### config.mk
export PLATFORM = sky130hd
export DESIGN_NAME = header_tail_packet_framer
export DESIGN_NICKNAME = d
export VERILOG_FILES = /design/src/rtl/htpf_pkg.sv /design/src/rtl/htpf_front.sv /design/src/rtl/htpf_queue.sv /design/src/rtl/htpf_back.sv /design/src/rtl/header_tail_packet_framer.sv
export VERILOG_INCLUDE_DIRS = /design/src /design/src/rtl
export SDC_FILE = /design/constraint.sdc
export NUM_CORES = 1
export LEC_CHECK = 0
export ABC_AREA = 1
export ABC_CLOCK_PERIOD_IN_PS = 7300
export BUFFER_PORTS_ARGS = -buffer_cell sky130_fd_sc_hd__clkbuf_2
export CORE_ASPECT_RATIO = 0.8
export CORE_MARGIN = 2
export CORE_UTILIZATION = 40
export CTS_CLUSTER_SIZE = 14
export DETAILED_ROUTE_END_ITERATION = 7
export HOLD_SLACK_MARGIN = 0.06
export PLACE_DENSITY_LB_ADDON = 0.2
export SETUP_SLACK_MARGIN = 0.5
export SYNTH_ARGS = -nofsm -noshare
export SYNTH_HDL_FRONTEND = slang
export SYNTH_HIERARCHICAL = 1
export SYNTH_SLANG_ARGS = --single-unit
### constraint.sdc
create_clock -name clk -period 7.3 [get_ports clk]
set_input_delay 0 -clock clk [delete_from_list [all_inputs] [get_ports clk]]
set_output_delay 0 -clock clk [all_outputs]
set_load 0.02 [all_outputs]
### src/rtl/header_tail_packet_framer_macros.svh
// ----------------------------------------------------------------------------
// Framer assertion macros
// Immediate-consequence and next-cycle property wrappers on clk / arst_n.
// ----------------------------------------------------------------------------
`ifndef HEADER_TAIL_PACKET_FRAMER_MACROS_SVH
`define HEADER_TAIL_PACKET_FRAMER_MACROS_SVH

`ifndef SYNTHESIS

// Consequence must hold in the same cycle as the antecedent
`define HTPF_ASSERT_SAME(name, ante, cons) \
	name: assert property (@(posedge clk) disable iff (!arst_n) (ante) |-> (cons)) \
		else $error("framer assertion failed");

// Consequence must hold in the cycle after the antecedent
`define HTPF_ASSERT_NEXT(name, ante, cons) \
	name: assert property (@(posedge clk) disable iff (!arst_n) (ante) |=> (cons)) \
		else $error("framer assertion failed");

`else

`define HTPF_ASSERT_SAME(name, ante, cons)
`define HTPF_ASSERT_NEXT(name, ante, cons)

`endif

`endif

### src/rtl/htpf_pkg.sv
// ----------------------------------------------------------------------------
// Framer package
// Word types, the byte-job descriptor and register codes shared by the framer.
// ----------------------------------------------------------------------------
package htpf_pkg;

	// Mark counters are four bits wide and hold counts up to 15 bytes
	localparam int MARK_CNT_W = 4;

	// Register indexes on the configuration port
	localparam logic [2:0] CFG_FRAME_MODE      = 3'd0;
	localparam logic [2:0] CFG_CHECKSUM_ENABLE = 3'd1;
	localparam logic [2:0] CFG_HEADER_COUNT    = 3'd2;
	localparam logic [2:0] CFG_HEADER_WORD     = 3'd3;
	localparam logic [2:0] CFG_TRAILER_COUNT   = 3'd4;
	localparam logic [2:0] CFG_TRAILER_WORD    = 3'd5;

	// Frame layouts
	localparam logic MODE_TRAILER = 1'b0;
	localparam logic MODE_LENGTH  = 1'b1;

	// Input word
	typedef struct packed {
		logic [7:0] payload_byte;
		logic       byte_present;
		logic       frame_start;
		logic       frame_end;
		logic [7:0] payload_length;
	} item_t;

	// Result word
	typedef struct packed {
		logic [7:0] out_byte;
		logic       frame_last;
	} result_t;

	// Everything the back end must send for one input word, in order
	typedef struct packed {
		logic [MARK_CNT_W-1:0] hdr_cnt;
		logic [31:0]           hdr_word;
		logic                  len_en;
		logic [7:0]            len_byte;
		logic                  dat_en;
		logic [7:0]            dat_byte;
		logic                  cks_en;
		logic [7:0]            cks_byte;
		logic [MARK_CNT_W-1:0] trl_cnt;
		logic [31:0]           trl_word;
		logic                  last;
	} desc_t;

endpackage

### src/rtl/htpf_front.sv
// ----------------------------------------------------------------------------
// Framer front end
// Holds the registers and frame state, and turns each input word into a
// descriptor of the bytes it causes.
// ----------------------------------------------------------------------------
module htpf_front #(
	parameter int MAX_MARK_BYTES = 4
) (
	input  logic            clk,
	input  logic            arst_n,
	input  logic            cfg_valid,
	output logic            cfg_ready,
	input  logic [2:0]      cfg_index,
	input  logic [31:0]     cfg_data,
	input  htpf_pkg::item_t item,
	input  logic            take,
	output htpf_pkg::desc_t desc,
	output logic            desc_push
);
	import htpf_pkg::*;

	localparam logic [MARK_CNT_W-1:0] MAX_CNT = MARK_CNT_W'(MAX_MARK_BYTES);

	logic        frame_mode_q;
	logic        checksum_enable_q;
	logic [2:0]  header_count_q;
	logic [31:0] header_word_q;
	logic [2:0]  trailer_count_q;
	logic [31:0] trailer_word_q;

	logic        in_frame_q;
	logic [7:0]  sum_q;

	logic        open_w;
	logic        data_w;
	logic        close_w;
	logic [7:0]  sum_base;
	logic [8:0]  sum_raw;
	logic [7:0]  sum_after;
	logic [MARK_CNT_W-1:0] hdr_sat;
	logic [MARK_CNT_W-1:0] trl_sat;

	assign cfg_ready = 1'b1;

	// Register writes
	always_ff @(posedge clk or negedge arst_n) begin
		if (!arst_n) begin
			frame_mode_q      <= MODE_TRAILER;
			checksum_enable_q <= 1'b0;
			header_count_q    <= 3'd2;
			header_word_q     <= 32'h0000_0A0D;
			trailer_count_q   <= 3'd2;
			trailer_word_q    <= 32'h0000_0D0A;
		end else if (cfg_valid && cfg_ready) begin
			unique case (cfg_index)
				CFG_FRAME_MODE:      frame_mode_q      <= cfg_data[0];
				CFG_CHECKSUM_ENABLE: checksum_enable_q <= cfg_data[0];
				CFG_HEADER_COUNT:    header_count_q    <= cfg_data[2:0];
				CFG_HEADER_WORD:     header_word_q     <= cfg_data;
				CFG_TRAILER_COUNT:   trailer_count_q   <= cfg_data[2:0];
				CFG_TRAILER_WORD:    trailer_word_q    <= cfg_data;
				default: ;
			endcase
		end
	end

	// Classify the word against the frame state
	assign open_w  = item.frame_start || in_frame_q;
	assign data_w  = item.byte_present && open_w;
	assign close_w = item.frame_end && open_w;

	// End-around-carry sum; a start clears the running sum first
	assign sum_base  = item.frame_start ? 8'd0 : sum_q;
	assign sum_raw   = {1'b0, sum_base} + {1'b0, item.payload_byte};
	assign sum_after = data_w ? (sum_raw[7:0] + {7'd0, sum_raw[8]}) : sum_base;

	// Clamp mark counts to the supported length
	assign hdr_sat = ({1'b0, header_count_q} > MAX_CNT) ? MAX_CNT
		: MARK_CNT_W'(header_count_q);
	assign trl_sat = ({1'b0, trailer_count_q} > MAX_CNT) ? MAX_CNT
		: MARK_CNT_W'(trailer_count_q);

	// Build the descriptor
	always_comb begin
		desc          = '0;
		desc.hdr_word = header_word_q;
		desc.trl_word = trailer_word_q;
		desc.dat_byte = item.payload_byte;
		desc.cks_byte = sum_after;
		desc.len_byte = item.payload_length + (checksum_enable_q ? 8'd2 : 8'd1);
		if (item.frame_start) begin
			desc.hdr_cnt = hdr_sat;
			desc.len_en  = (frame_mode_q == MODE_LENGTH);
		end
		desc.dat_en = data_w;
		if (close_w) begin
			desc.cks_en  = checksum_enable_q;
			desc.trl_cnt = (frame_mode_q == MODE_TRAILER) ? trl_sat : '0;
			desc.last    = 1'b1;
		end
	end

	// Words that cause no byte never reach the queue
	assign desc_push = take && ((desc.hdr_cnt != '0) || desc.len_en || desc.dat_en
		|| desc.cks_en || (desc.trl_cnt != '0));

	// Advance the frame state
	always_ff @(posedge clk or negedge arst_n) begin
		if (!arst_n) begin
			in_frame_q <= 1'b0;
			sum_q      <= 8'd0;
		end else if (take) begin
			in_frame_q <= open_w && !item.frame_end;
			sum_q      <= close_w ? 8'd0 : sum_after;
		end
	end

endmodule

### src/rtl/htpf_queue.sv
// ----------------------------------------------------------------------------
// Framer descriptor queue
// Small first-in first-out store between the front and back ends.
// ----------------------------------------------------------------------------
module htpf_queue #(
	parameter int DEPTH = 4
) (
	input  logic            clk,
	input  logic            arst_n,
	input  logic            wr,
	input  htpf_pkg::desc_t wr_data,
	input  logic            rd,
	output htpf_pkg::desc_t rd_data,
	output logic            full,
	output logic            avail
);
	import htpf_pkg::*;

	localparam int PTR_W = (DEPTH > 1) ? $clog2(DEPTH) : 1;
	localparam int CNT_W = $clog2(DEPTH + 1);
	localparam logic [PTR_W-1:0] LAST_PTR = PTR_W'(DEPTH - 1);
	localparam logic [CNT_W-1:0] FULL_CNT = CNT_W'(DEPTH);

	desc_t            mem_q [DEPTH];
	logic [PTR_W-1:0] wr_ptr_q;
	logic [PTR_W-1:0] rd_ptr_q;
	logic [CNT_W-1:0] cnt_q;

	assign full    = (cnt_q == FULL_CNT);
	assign avail   = (cnt_q != '0);
	assign rd_data = mem_q[rd_ptr_q];

	// Store entries
	always_ff @(posedge clk) begin
		if (wr) begin
			mem_q[wr_ptr_q] <= wr_data;
		end
	end

	// Advance pointers and fill count
	always_ff @(posedge clk or negedge arst_n) begin
		if (!arst_n) begin
			wr_ptr_q <= '0;
			rd_ptr_q <= '0;
			cnt_q    <= '0;
		end else begin
			if (wr) begin
				wr_ptr_q <= (wr_ptr_q == LAST_PTR) ? '0 : wr_ptr_q + 1'b1;
			end
			if (rd) begin
				rd_ptr_q <= (rd_ptr_q == LAST_PTR) ? '0 : rd_ptr_q + 1'b1;
			end
			unique case ({wr, rd})
				2'b10:   cnt_q <= cnt_q + 1'b1;
				2'b01:   cnt_q <= cnt_q - 1'b1;
				default: cnt_q <= cnt_q;
			endcase
		end
	end

endmodule

### src/rtl/htpf_back.sv
// ----------------------------------------------------------------------------
// Framer back end
// Walks one descriptor a byte per cycle while the result register can load it.
// ----------------------------------------------------------------------------
module htpf_back (
	input  logic              clk,
	input  logic              arst_n,
	input  htpf_pkg::desc_t   desc,
	input  logic              desc_avail,
	output logic              desc_pop,
	output htpf_pkg::result_t result,
	output logic              empty,
	input  logic              pop
);
	import htpf_pkg::*;

	desc_t      w_q;
	logic       w_v_q;
	desc_t      w_next;
	logic [7:0] cur_byte;
	logic       w_done;
	logic       out_load;
	logic       advance;
	result_t    out_q;
	logic       out_v_q;

	// Pick the next byte in frame order and retire it from the working copy
	always_comb begin
		w_next   = w_q;
		cur_byte = 8'd0;
		priority if (w_q.hdr_cnt != '0) begin
			cur_byte        = w_q.hdr_word[7:0];
			w_next.hdr_cnt  = w_q.hdr_cnt - 1'b1;
			w_next.hdr_word = w_q.hdr_word >> 8;
		end else if (w_q.len_en) begin
			cur_byte      = w_q.len_byte;
			w_next.len_en = 1'b0;
		end else if (w_q.dat_en) begin
			cur_byte      = w_q.dat_byte;
			w_next.dat_en = 1'b0;
		end else if (w_q.cks_en) begin
			cur_byte      = w_q.cks_byte;
			w_next.cks_en = 1'b0;
		end else if (w_q.trl_cnt != '0) begin
			cur_byte        = w_q.trl_word[7:0];
			w_next.trl_cnt  = w_q.trl_cnt - 1'b1;
			w_next.trl_word = w_q.trl_word >> 8;
		end else begin
			// Nothing left in the working copy
			cur_byte = 8'd0;
		end
	end

	assign w_done = (w_next.hdr_cnt == '0) && !w_next.len_en && !w_next.dat_en
		&& !w_next.cks_en && (w_next.trl_cnt == '0);

	assign out_load = !out_v_q || pop;
	assign advance  = w_v_q && out_load;
	assign desc_pop = desc_avail && (!w_v_q || (advance && w_done));

	// Hold the working copy
	always_ff @(posedge clk) begin
		if (desc_pop) begin
			w_q <= desc;
		end else if (advance) begin
			w_q <= w_next;
		end
	end

	always_ff @(posedge clk or negedge arst_n) begin
		if (!arst_n) begin
			w_v_q <= 1'b0;
		end else if (desc_pop) begin
			w_v_q <= 1'b1;
		end else if (advance) begin
			w_v_q <= !w_done;
		end
	end

	// Result register
	always_ff @(posedge clk) begin
		if (out_load) begin
			out_q.out_byte   <= cur_byte;
			out_q.frame_last <= w_q.last && w_done;
		end
	end

	always_ff @(posedge clk or negedge arst_n) begin
		if (!arst_n) begin
			out_v_q <= 1'b0;
		end else if (out_load) begin
			out_v_q <= w_v_q;
		end
	end

	assign result = out_q;
	assign empty  = !out_v_q;

endmodule

### src/rtl/header_tail_packet_framer.sv
// Header/trailer packet framer: payload words in on a push/full channel, framed bytes
// out on an empty/pop channel, registers written on a cfg valid/ready channel.
// Each input word may open a frame (header bytes, plus a length byte in length
// mode), carry one payload byte, and close the frame (checksum byte if enabled,
// plus trailer bytes in trailer mode). The final byte of a closing word has
// frame_last set. Payload outside a frame is dropped.
// A pushed word passes the descriptor queue, the back end's working copy and
// the result register before its first byte shows with empty low. The input
// side takes one word per cycle while the four-deep descriptor queue has room;
// the sequencer sends one byte per cycle while its result register is free,
// loading the next descriptor with the last byte; byteless words never queue.
// When pop stays low the result register holds and the queue fills; full rises
// once all four descriptor slots are taken. Reset empties the queue, closes any
// open frame, clears the checksum and restores the register reset values.
// Registers should be written only while no word is still in flight.
// ----------------------------------------------------------------------------
// Header/trailer packet framer top level
// Front end, descriptor queue and byte sequencer.
// ----------------------------------------------------------------------------
`include "header_tail_packet_framer_macros.svh"

module header_tail_packet_framer #(
	parameter int MAX_MARK_BYTES = 4,
	parameter int QUEUE_DEPTH    = 4
) (
	input  logic              clk,
	input  logic              arst_n,
	input  logic              cfg_valid,
	output logic              cfg_ready,
	input  logic [2:0]        cfg_index,
	input  logic [31:0]       cfg_data,
	input  htpf_pkg::item_t   item,
	input  logic              push,
	output logic              full,
	output htpf_pkg::result_t result,
	output logic              empty,
	input  logic              pop
);
	import htpf_pkg::*;

	logic  take;
	desc_t front_desc;
	logic  desc_push;
	desc_t queue_desc;
	logic  desc_pop;
	logic  queue_avail;
	logic  queue_desc_live;

	assign take = push && !full;

	// Classify words
	htpf_front #(
		.MAX_MARK_BYTES(MAX_MARK_BYTES)
	) u_front (
		.clk       (clk),
		.arst_n    (arst_n),
		.cfg_valid (cfg_valid),
		.cfg_ready (cfg_ready),
		.cfg_index (cfg_index),
		.cfg_data  (cfg_data),
		.item      (item),
		.take      (take),
		.desc      (front_desc),
		.desc_push (desc_push)
	);

	// Decouple front and back
	htpf_queue #(
		.DEPTH(QUEUE_DEPTH)
	) u_queue (
		.clk     (clk),
		.arst_n  (arst_n),
		.wr      (desc_push),
		.wr_data (front_desc),
		.rd      (desc_pop),
		.rd_data (queue_desc),
		.full    (full),
		.avail   (queue_avail)
	);

	// Send bytes
	htpf_back u_back (
		.clk        (clk),
		.arst_n     (arst_n),
		.desc       (queue_desc),
		.desc_avail (queue_avail),
		.desc_pop   (desc_pop),
		.result     (result),
		.empty      (empty),
		.pop        (pop)
	);

	// Queue head still has a byte to send
	assign queue_desc_live = (queue_desc.hdr_cnt != '0) || queue_desc.len_en
		|| queue_desc.dat_en || queue_desc.cks_en || (queue_desc.trl_cnt != '0);

	// A descriptor is only written when the queue has a free slot
	`HTPF_ASSERT_SAME(a_push_room, desc_push, !full)

	// The sequencer only takes a descriptor that is there
	`HTPF_ASSERT_SAME(a_pop_avail, desc_pop, queue_avail)

	// Every queued descriptor carries at least one byte
	`HTPF_ASSERT_SAME(a_desc_nonempty, desc_pop, queue_desc_live)

	// Taking a descriptor leaves a byte ready for the result register next cycle
	`HTPF_ASSERT_NEXT(a_pop_feeds, desc_pop, u_back.w_v_q)

endmodule
### Word-level counts from Yosys, hierarchy flattened

Memories as Yosys holds them, arrays and structs flattened.
Index checks and enable logic that the tools add are counted.
W data, S select, Z words.

| storage, ports and cells | value |
|---|---|
| flip-flop bits (word level) | 199 |
| memories | 1 |
| bits in writable memories | 400 |
| memory bits (read-only) | 0 |
| bits of input ports | 59 |
| bits in latches | 0 |
| logic and storage cells | 138 |

| operators by class | value |
|---|---|
| reductions and logical operators | 48 |
| multipliers | 0 |
| bitwise operators | 0 |
| divide/modulo/power cells | 0 |
| magnitude comparators | 2 |
| $add $sub $neg | 9 |
| muxes and demuxes | 38 |
| shift operators | 0 |
| eq/ne operators | 14 |

Memories:

| name | words | width | rd ports | clocked after Yosys merged registers in | write ports | line | text |
|---|---|---|---|---|---|---|---|
| u_queue.mem_q | 4 | 100 | 1 | 0 | 1 | htpf_queue.sv:24 | `desc_t mem_q [DEPTH];` |

Operators by type and width:

| operator | number |
|---|---|
| $mux W36 | 6 |
| $mux W100 | 2 |
| $mux W8 | 8 |
| $reduce_bool A4 Y1 | 4 |
| $reduce_and A2 Y1 | 7 |
| $logic_and A1 B1 Y1 | 13 |
| $mux W1 | 13 |
| $mux W4 | 3 |
| $add A8 B8 Y9 | 1 |
| $eq A3 B3 Y1 const B | 3 |
| $add A8 B1 Y8 | 1 |
| $add A8 B8 Y8 | 1 |
| $logic_not A1 Y1 | 8 |
| $logic_not A4 Y1 | 2 |
| $ne A2 B2 Y1 const B | 4 |
| $reduce_bool A2 Y1 | 4 |
| $sub A4 B1 Y4 const B | 2 |
| $logic_or A1 B1 Y1 | 7 |
| $eq A2 B2 Y1 const B | 3 |
| $eq A3 B2 Y1 const B | 2 |
| $gt A3 B3 Y1 const B | 2 |
| $mux W2 | 3 |
| $mux W3 | 2 |
| $pmux W3 S2 | 1 |
| other kinds (8) | 9 |

### Longest topological paths before layout

| depth | value |
|---|---|
| depth in word-level cells | 13 |
| gate-level depth with buffers | 23 |

### Cells and area by module

The synthesis kept the hierarchy.

Modules (own cells, without submodules):

| module | seq. area each (µm²) | cells an instance | times used | area an instance (µm²) |
|---|---|---|---|---|
| htpf_queue | 12186.7 | 1221 | 1 | 16439.5 |
| htpf_back | 3323.2 | 647 | 1 | 5698.0 |
| htpf_front | 2042.0 | 505 | 1 | 4154.0 |
| header_tail_packet_framer | 0.0 | 2 | 1 | 10.0 |

### Least setup slack after synthesis

Ideal clock, no wire load.

| path | value |
|---|---|
| path type | register to register |
| start | register u_front.header_count_q[1] |
| end | memory u_queue/mem_q[1][0] in the netlist's numbering, enable pin |
| path slack | 3511 ps |
| buffers on the path | 1 |
| library setup time | 454 ps |
| cell stages (with the launch flop) | 7 |
| clock period less this slack | 3789 ps |
| arrival time | 3335 ps |
| path through | dfstp_2 -> nor3b_1 -> nor4_1 -> a31oi_1 -> clkbuf_1 -> nand2_1 -> inv_1 |

RTL lines:

| element | line | text |
|---|---|---|
| start, declared | htpf_front.sv:26 | `logic [2:0] header_count_q;` |
| start signal, assigned | htpf_front.sv:58 | `CFG_HEADER_COUNT: header_count_q <= cfg_data[2:0];` |
| end, declared | htpf_queue.sv:24 |  |

### Worst setup path in the final report

| path | value |
|---|---|
| start | register u_back/w_q[96] in the netlist's numbering |
| end | register u_queue.cnt_q[2] |

| on the way | value |
|---|---|
| longest elaborated chain between the ends | 12 |

RTL lines:

| element | line | text |
|---|---|---|
| start, declared | htpf_back.sv:17 | `desc_t w_q;` |
| start signal, assigned | htpf_back.sv:64 | `w_q <= desc;` |
| start signal, assigned | htpf_back.sv:66 | `w_q <= w_next;` |
| $sub A4 B1 Y4 or $reduce_bool A4 Y1 (tied branches) | htpf_back.sv:33, htpf_back.sv:31 |  |
| $mux W36 or $mux W1 (tied branches) | htpf_back.sv:31 | `priority if (w_q.hdr_cnt != '0) begin` |
| $logic_not A4 Y1 or $logic_not A1 Y1 (tied branches) | htpf_back.sv:54 | `assign w_done = (w_next.hdr_cnt == '0) && !w_next.len_en && !w_next.dat_en` |
| $logic_and A1 B1 Y1 (2 in series) | htpf_back.sv:54 |  |
| $logic_and A1 B1 Y1 | htpf_back.sv:55 | `&& !w_next.cks_en && (w_next.trl_cnt == '0);` |
| $logic_and A1 B1 Y1 (*) | htpf_back.sv:55 |  |
| $logic_and A1 B1 Y1 (*) | htpf_back.sv:59 | `assign desc_pop = desc_avail && (!w_v_q \|\| (advance && w_done));` |
| $logic_or A1 B1 Y1 (*) | htpf_back.sv:59 |  |
| $logic_and A1 B1 Y1 (*) | htpf_back.sv:59 |  |
| net desc_pop | header_tail_packet_framer.sv:45 | `logic desc_pop;` |
| $eq A2 B1 Y1 or $eq A2 B2 Y1 (tied branches) | htpf_queue.sv:53 | `unique case ({wr, rd})` |
| $pmux W3 S2 or $reduce_bool A2 Y1 (tied branches) | n/a |  |
| end signal, assigned | htpf_queue.sv:54 | `2'b10: cnt_q <= cnt_q + 1'b1;` |
| end signal, assigned | htpf_queue.sv:55 | `2'b01: cnt_q <= cnt_q - 1'b1;` |
| end signal, assigned | htpf_queue.sv:56 | `default: cnt_q <= cnt_q;` |
| end, declared | htpf_queue.sv:27 | `logic [CNT_W-1:0] cnt_q;` |

The timed path passes the listed nets; every way through them passes the cells marked *. The select of a mux whose other input is x is not followed.
A chain may end at the register's enable or synchronous reset.

==> run_results.csv <==
group,metric,value,unit
outcome,outcome,"complete, no violations",
critical_path,regToRegStartpoint,"u_back/w_q[96]",
clocking,insertion_delay,640,ps
detailed_routing,ant_nets,0,
global_route,grt_max_degree,253,
critical_path,cp_top_family,"simple AND/OR/NAND/NOR gates",
final_layout,area_delta_synth_final,12.7,%
power,switching_share,0.274,
final_layout,drive_gt1_frac,0.111,
power,ir_worst_vdd,0.191,mV
sta,worst_slack,3050,ps
global_route,grt_pass1_wl,93300,um
critical_path,critPathMaxStageDelay,580,ps
synth,async_flop_share,0.150,
power,power.total,9.16,mW
global_route,antenna_found_initial,1,
floorplanning,initial_core_util,0.402,
placement,post-dp-hpwl,35300,um
sta,rsz0062_at_grt,"no",
synth,ys_ff_latch,599,
synth,synth-seq-area-share,0.667,
synth,synth_cells,2375,
floorplanning,fp.dieH,233,um
clocking,cts_made_buffers,61,
critical_path,required,7810,ps
synth,ys_warn_count,6,
power,power.share.sequential,0.512,
critical_path,crit_path_start_kind,"flip-flop",
placement,dpl_cell_area,26900,um2
final_layout,nets,2541,
sta,max_slew.worst_pin.slew,1320,ps
critical_path,cp_cell_sequence,"inv_1, ha_1, nand2_2, inv_2, nand2_1, nand2_1, nand3_1, nor2_1, nand4_1, nand2_2, nand2_4, inv_2, ha_1, inv_1, fa_1, nand2_1, nand3_1, nand2_1, nand2_1",
critical_path,worst-path-buf-inv,4,
detailed_routing,drc_errors,0,
critical_path,rr_endpoint,"u_queue/cnt_q[2]",
power,powerDensity,309,nW/um2
critical_path,crit_path_top_delay_cell,"inv_2",
critical_path,end_kind,"flip-flop",
floorplanning,io_pins,71,
critical_path,cp_common_cell,"nand2_1",
critical_path,arrival,4760,ps
detailed_routing,viasPerCell,4.86,
sta,skew,29.0,ps
synth,ys_types,45,
sta,fmax,0.235,GHz
job,maxCapViolCount,0,
placement,io_buffer_count,69,
placement,gp_congestion,0.838,
power,clkPwrFrac,0.343,
critical_path,rrSetupSlack,3050,ps
sta,hold_viol,0,
sta,period_minus_slack,4250,ps
hold_path,hp-class,"in2async",
global_route,grt-ovfl-total,0,
critical_path,cp_max_fo,35,
detailed_routing,drt_iter0_markers,1090,
clocking,cts_tree,"built",
sta,slew_headroom,0.119,
sta,setup_tns,0,ps
clocking,htreeDepth,2,
synth,synth_edf_count,509,
detailed_routing,drtPass1Iterations,6,
sta,final-max-slew-violation-count,0,
placement,place_ws,3020,ps
power,p_sw,2.51,mW
synth,synthFlopType,"edfxtp_1",
clocking,cts_setup_buffers,0,
power,p_comb_frac,0.145,
floorplanning,fp.coreArea,65400,um2
clocking,path_clk_slew,60,ps
floorplanning,rows,84,
sta,final-setup-viol-count,0,
clocking,post_cts_resized,0,
detailed_routing,num_vias,16378,
final_layout,fin_area,29600,um2
power,p_int,6.65,mW
power,leakage,12.2,nW
clocking,cts_root_buffer,"clkbuf_16",
clocking,clock_path_buffers,3,
clocking,cts_hold_buf,64,
clocking,cts_sinks,599,
final_layout,final_util,0.453,
synth,syn-cell-area,26300,um2
synth,avgSynthCellArea,11.1,um2
global_route,grt_pass1_vias,16007,
global_route,grt.total_usage,0.178,
critical_path,worstRegToRegCells,19,
sta,fin_crit_sh,0.583,
detailed_routing,wl,59500,um
floorplanning,chipWidth,291,um
critical_path,worst-setup-path-type,"reg2reg",
floorplanning,dieArea,67800,um2
final_layout,n_antenna_cell,0,
detailed_routing,wl_per_cell,17.7,um
cell families (layout without fill, tap and decap cells):
family          Yosys count  in the layout  synth area share
fa+ha+maj                24             24            0.0123
simple gates            861            861             0.137
buf+inv                 537            672            0.0947
other cells               2              3          0.000286
compound gates          344            344            0.0861
xor+xnor                  8              8           0.00266
flops                   599            599             0.667
per-stage QoR:
stage / hold WS (ps) / instances
global placement: 69.0 / 3191
global route: 128 / 3371
CTS: 116 / 3371
finish: 120 / 3371
detailed placement: 72.4 / 3191
floorplan: -296 / 2376
cells in the final DEF (no fill, tap or decap), types with 4 or more instances in the layout:
cell / netlist / routed
nand2_1: 601 / 600
edfxtp_1: 509 / 509
inv_1: 397 / 392
o211ai_1: 203 / 203
nor2_1: 98 / 98
o21ai_0: 86 / 86
nand3_1: 85 / 84
dfrtp_1: 78 / 77
clkbuf_2: 1 / 68
dlygate4sd3_1: 0 / 63
clkbuf_16: 0 / 61
nor2_2: 37 / 37
a21oi_1: 22 / 22
ha_1: 21 / 21
clkinv_2: 0 / 14
buf_4: 13 / 14
nand2_2: 12 / 12
o21ai_1: 14 / 12
dfstp_2: 12 / 12
clkbuf_1: 32 / 11
o22ai_1: 10 / 10
inv_2: 11 / 10
clkinv_1: 1 / 9
clkbuf_8: 4 / 8
nand3_2: 7 / 8
bufinv_16: 0 / 6
xnor2_1: 5 / 5
inv_4: 0 / 4
state kept, by name, summed over array words and instances (netlist names):
| register | count |
|---|---|
| u_front/trailer_count_q | 3 |
| u_queue/cnt_q | 3 |
| u_front/header_word_q | 32 |
| u_queue/mem_q | 400 |
| u_front/header_count_q | 3 |
| u_back/w_q | 75 |
| u_front/sum_q | 8 |
| u_front/in_frame_q | 1 |
| u_queue/rd_ptr_q | 2 |
| u_queue/wr_ptr_q | 2 |
| u_back/w_v_q | 1 |
| u_back/result | 9 |
| u_front/frame_mode_q | 1 |
| u_front/checksum_enable_q | 1 |
| u_front/trailer_word_q | 32 |
| u_back/out_v_q | 1 |
| u_back/w_next | 25 |
how the worst max path moves through the flow:
stage	from	end	cells after the start
6_report	u_back/w_q[96]	u_queue/cnt_q[2]	19
5_1_grt	u_back/w_q[96]	u_queue/cnt_q[2]	19
4_1_cts	u_back/w_q[96]	u_queue/cnt_q[2]	19
3_5_place_dp	u_back/w_q[96]	u_queue/cnt_q[2]	19
3_3_place_gp	u_back/w_q[96]	u_queue/cnt_q[2]	19
2_1_floorplan	u_front/header_count_q[1]	u_queue/mem_q[1][0]	6
layout make-up:
class	instances	area, um2
Sequential cell	599	17600
Tap cell	860	1080
Timing Repair Buffer	147	1120
Fill cell	6085	35700
Clock inverter	36	368
Multi-Input combinational cell	1240	6290
Clock buffer	80	1680
Inverter	409	1550
per-layer routing:
metal	up-vias	GRT usage	part of all wire
li1	8091	-	-
met1	7880	0.262	0.49
met2	346	0.279	0.44
met3	61	0.0265	0.050
met4	0	0.0415	0.015
met5	-	0	0
synth_stat cells (all sizes together) (12+ instances only):
master | instances | area [um2]
nand2 | 614 | 2340
a21oi | 22 | 110
ha | 21 | 263
buf | 91 | 776
nand3 | 92 | 495
o21ai | 102 | 518
inv | 408 | 1530
clkbuf | 37 | 180
edfxtp | 509 | 15300
dfstp | 12 | 315
dfrtp | 78 | 1950
o211ai | 203 | 1520
nor2 | 138 | 633
power groups by stage:
stage | clock, mW | sequential, mW | combinational, mW
2_1_floorplan | 0 | 4.72 | 0.881
4_1_cts | 3.22 | 4.69 | 1.35
5_1_grt | 3.36 | 4.75 | 1.50
6_report | 3.14 | 4.69 | 1.33
3_5_place_dp | 0 | 4.76 | 1.31
3_3_place_gp | 0 | 4.74 | 1.29
Note: power is estimated with default switching activity, not from simulation.
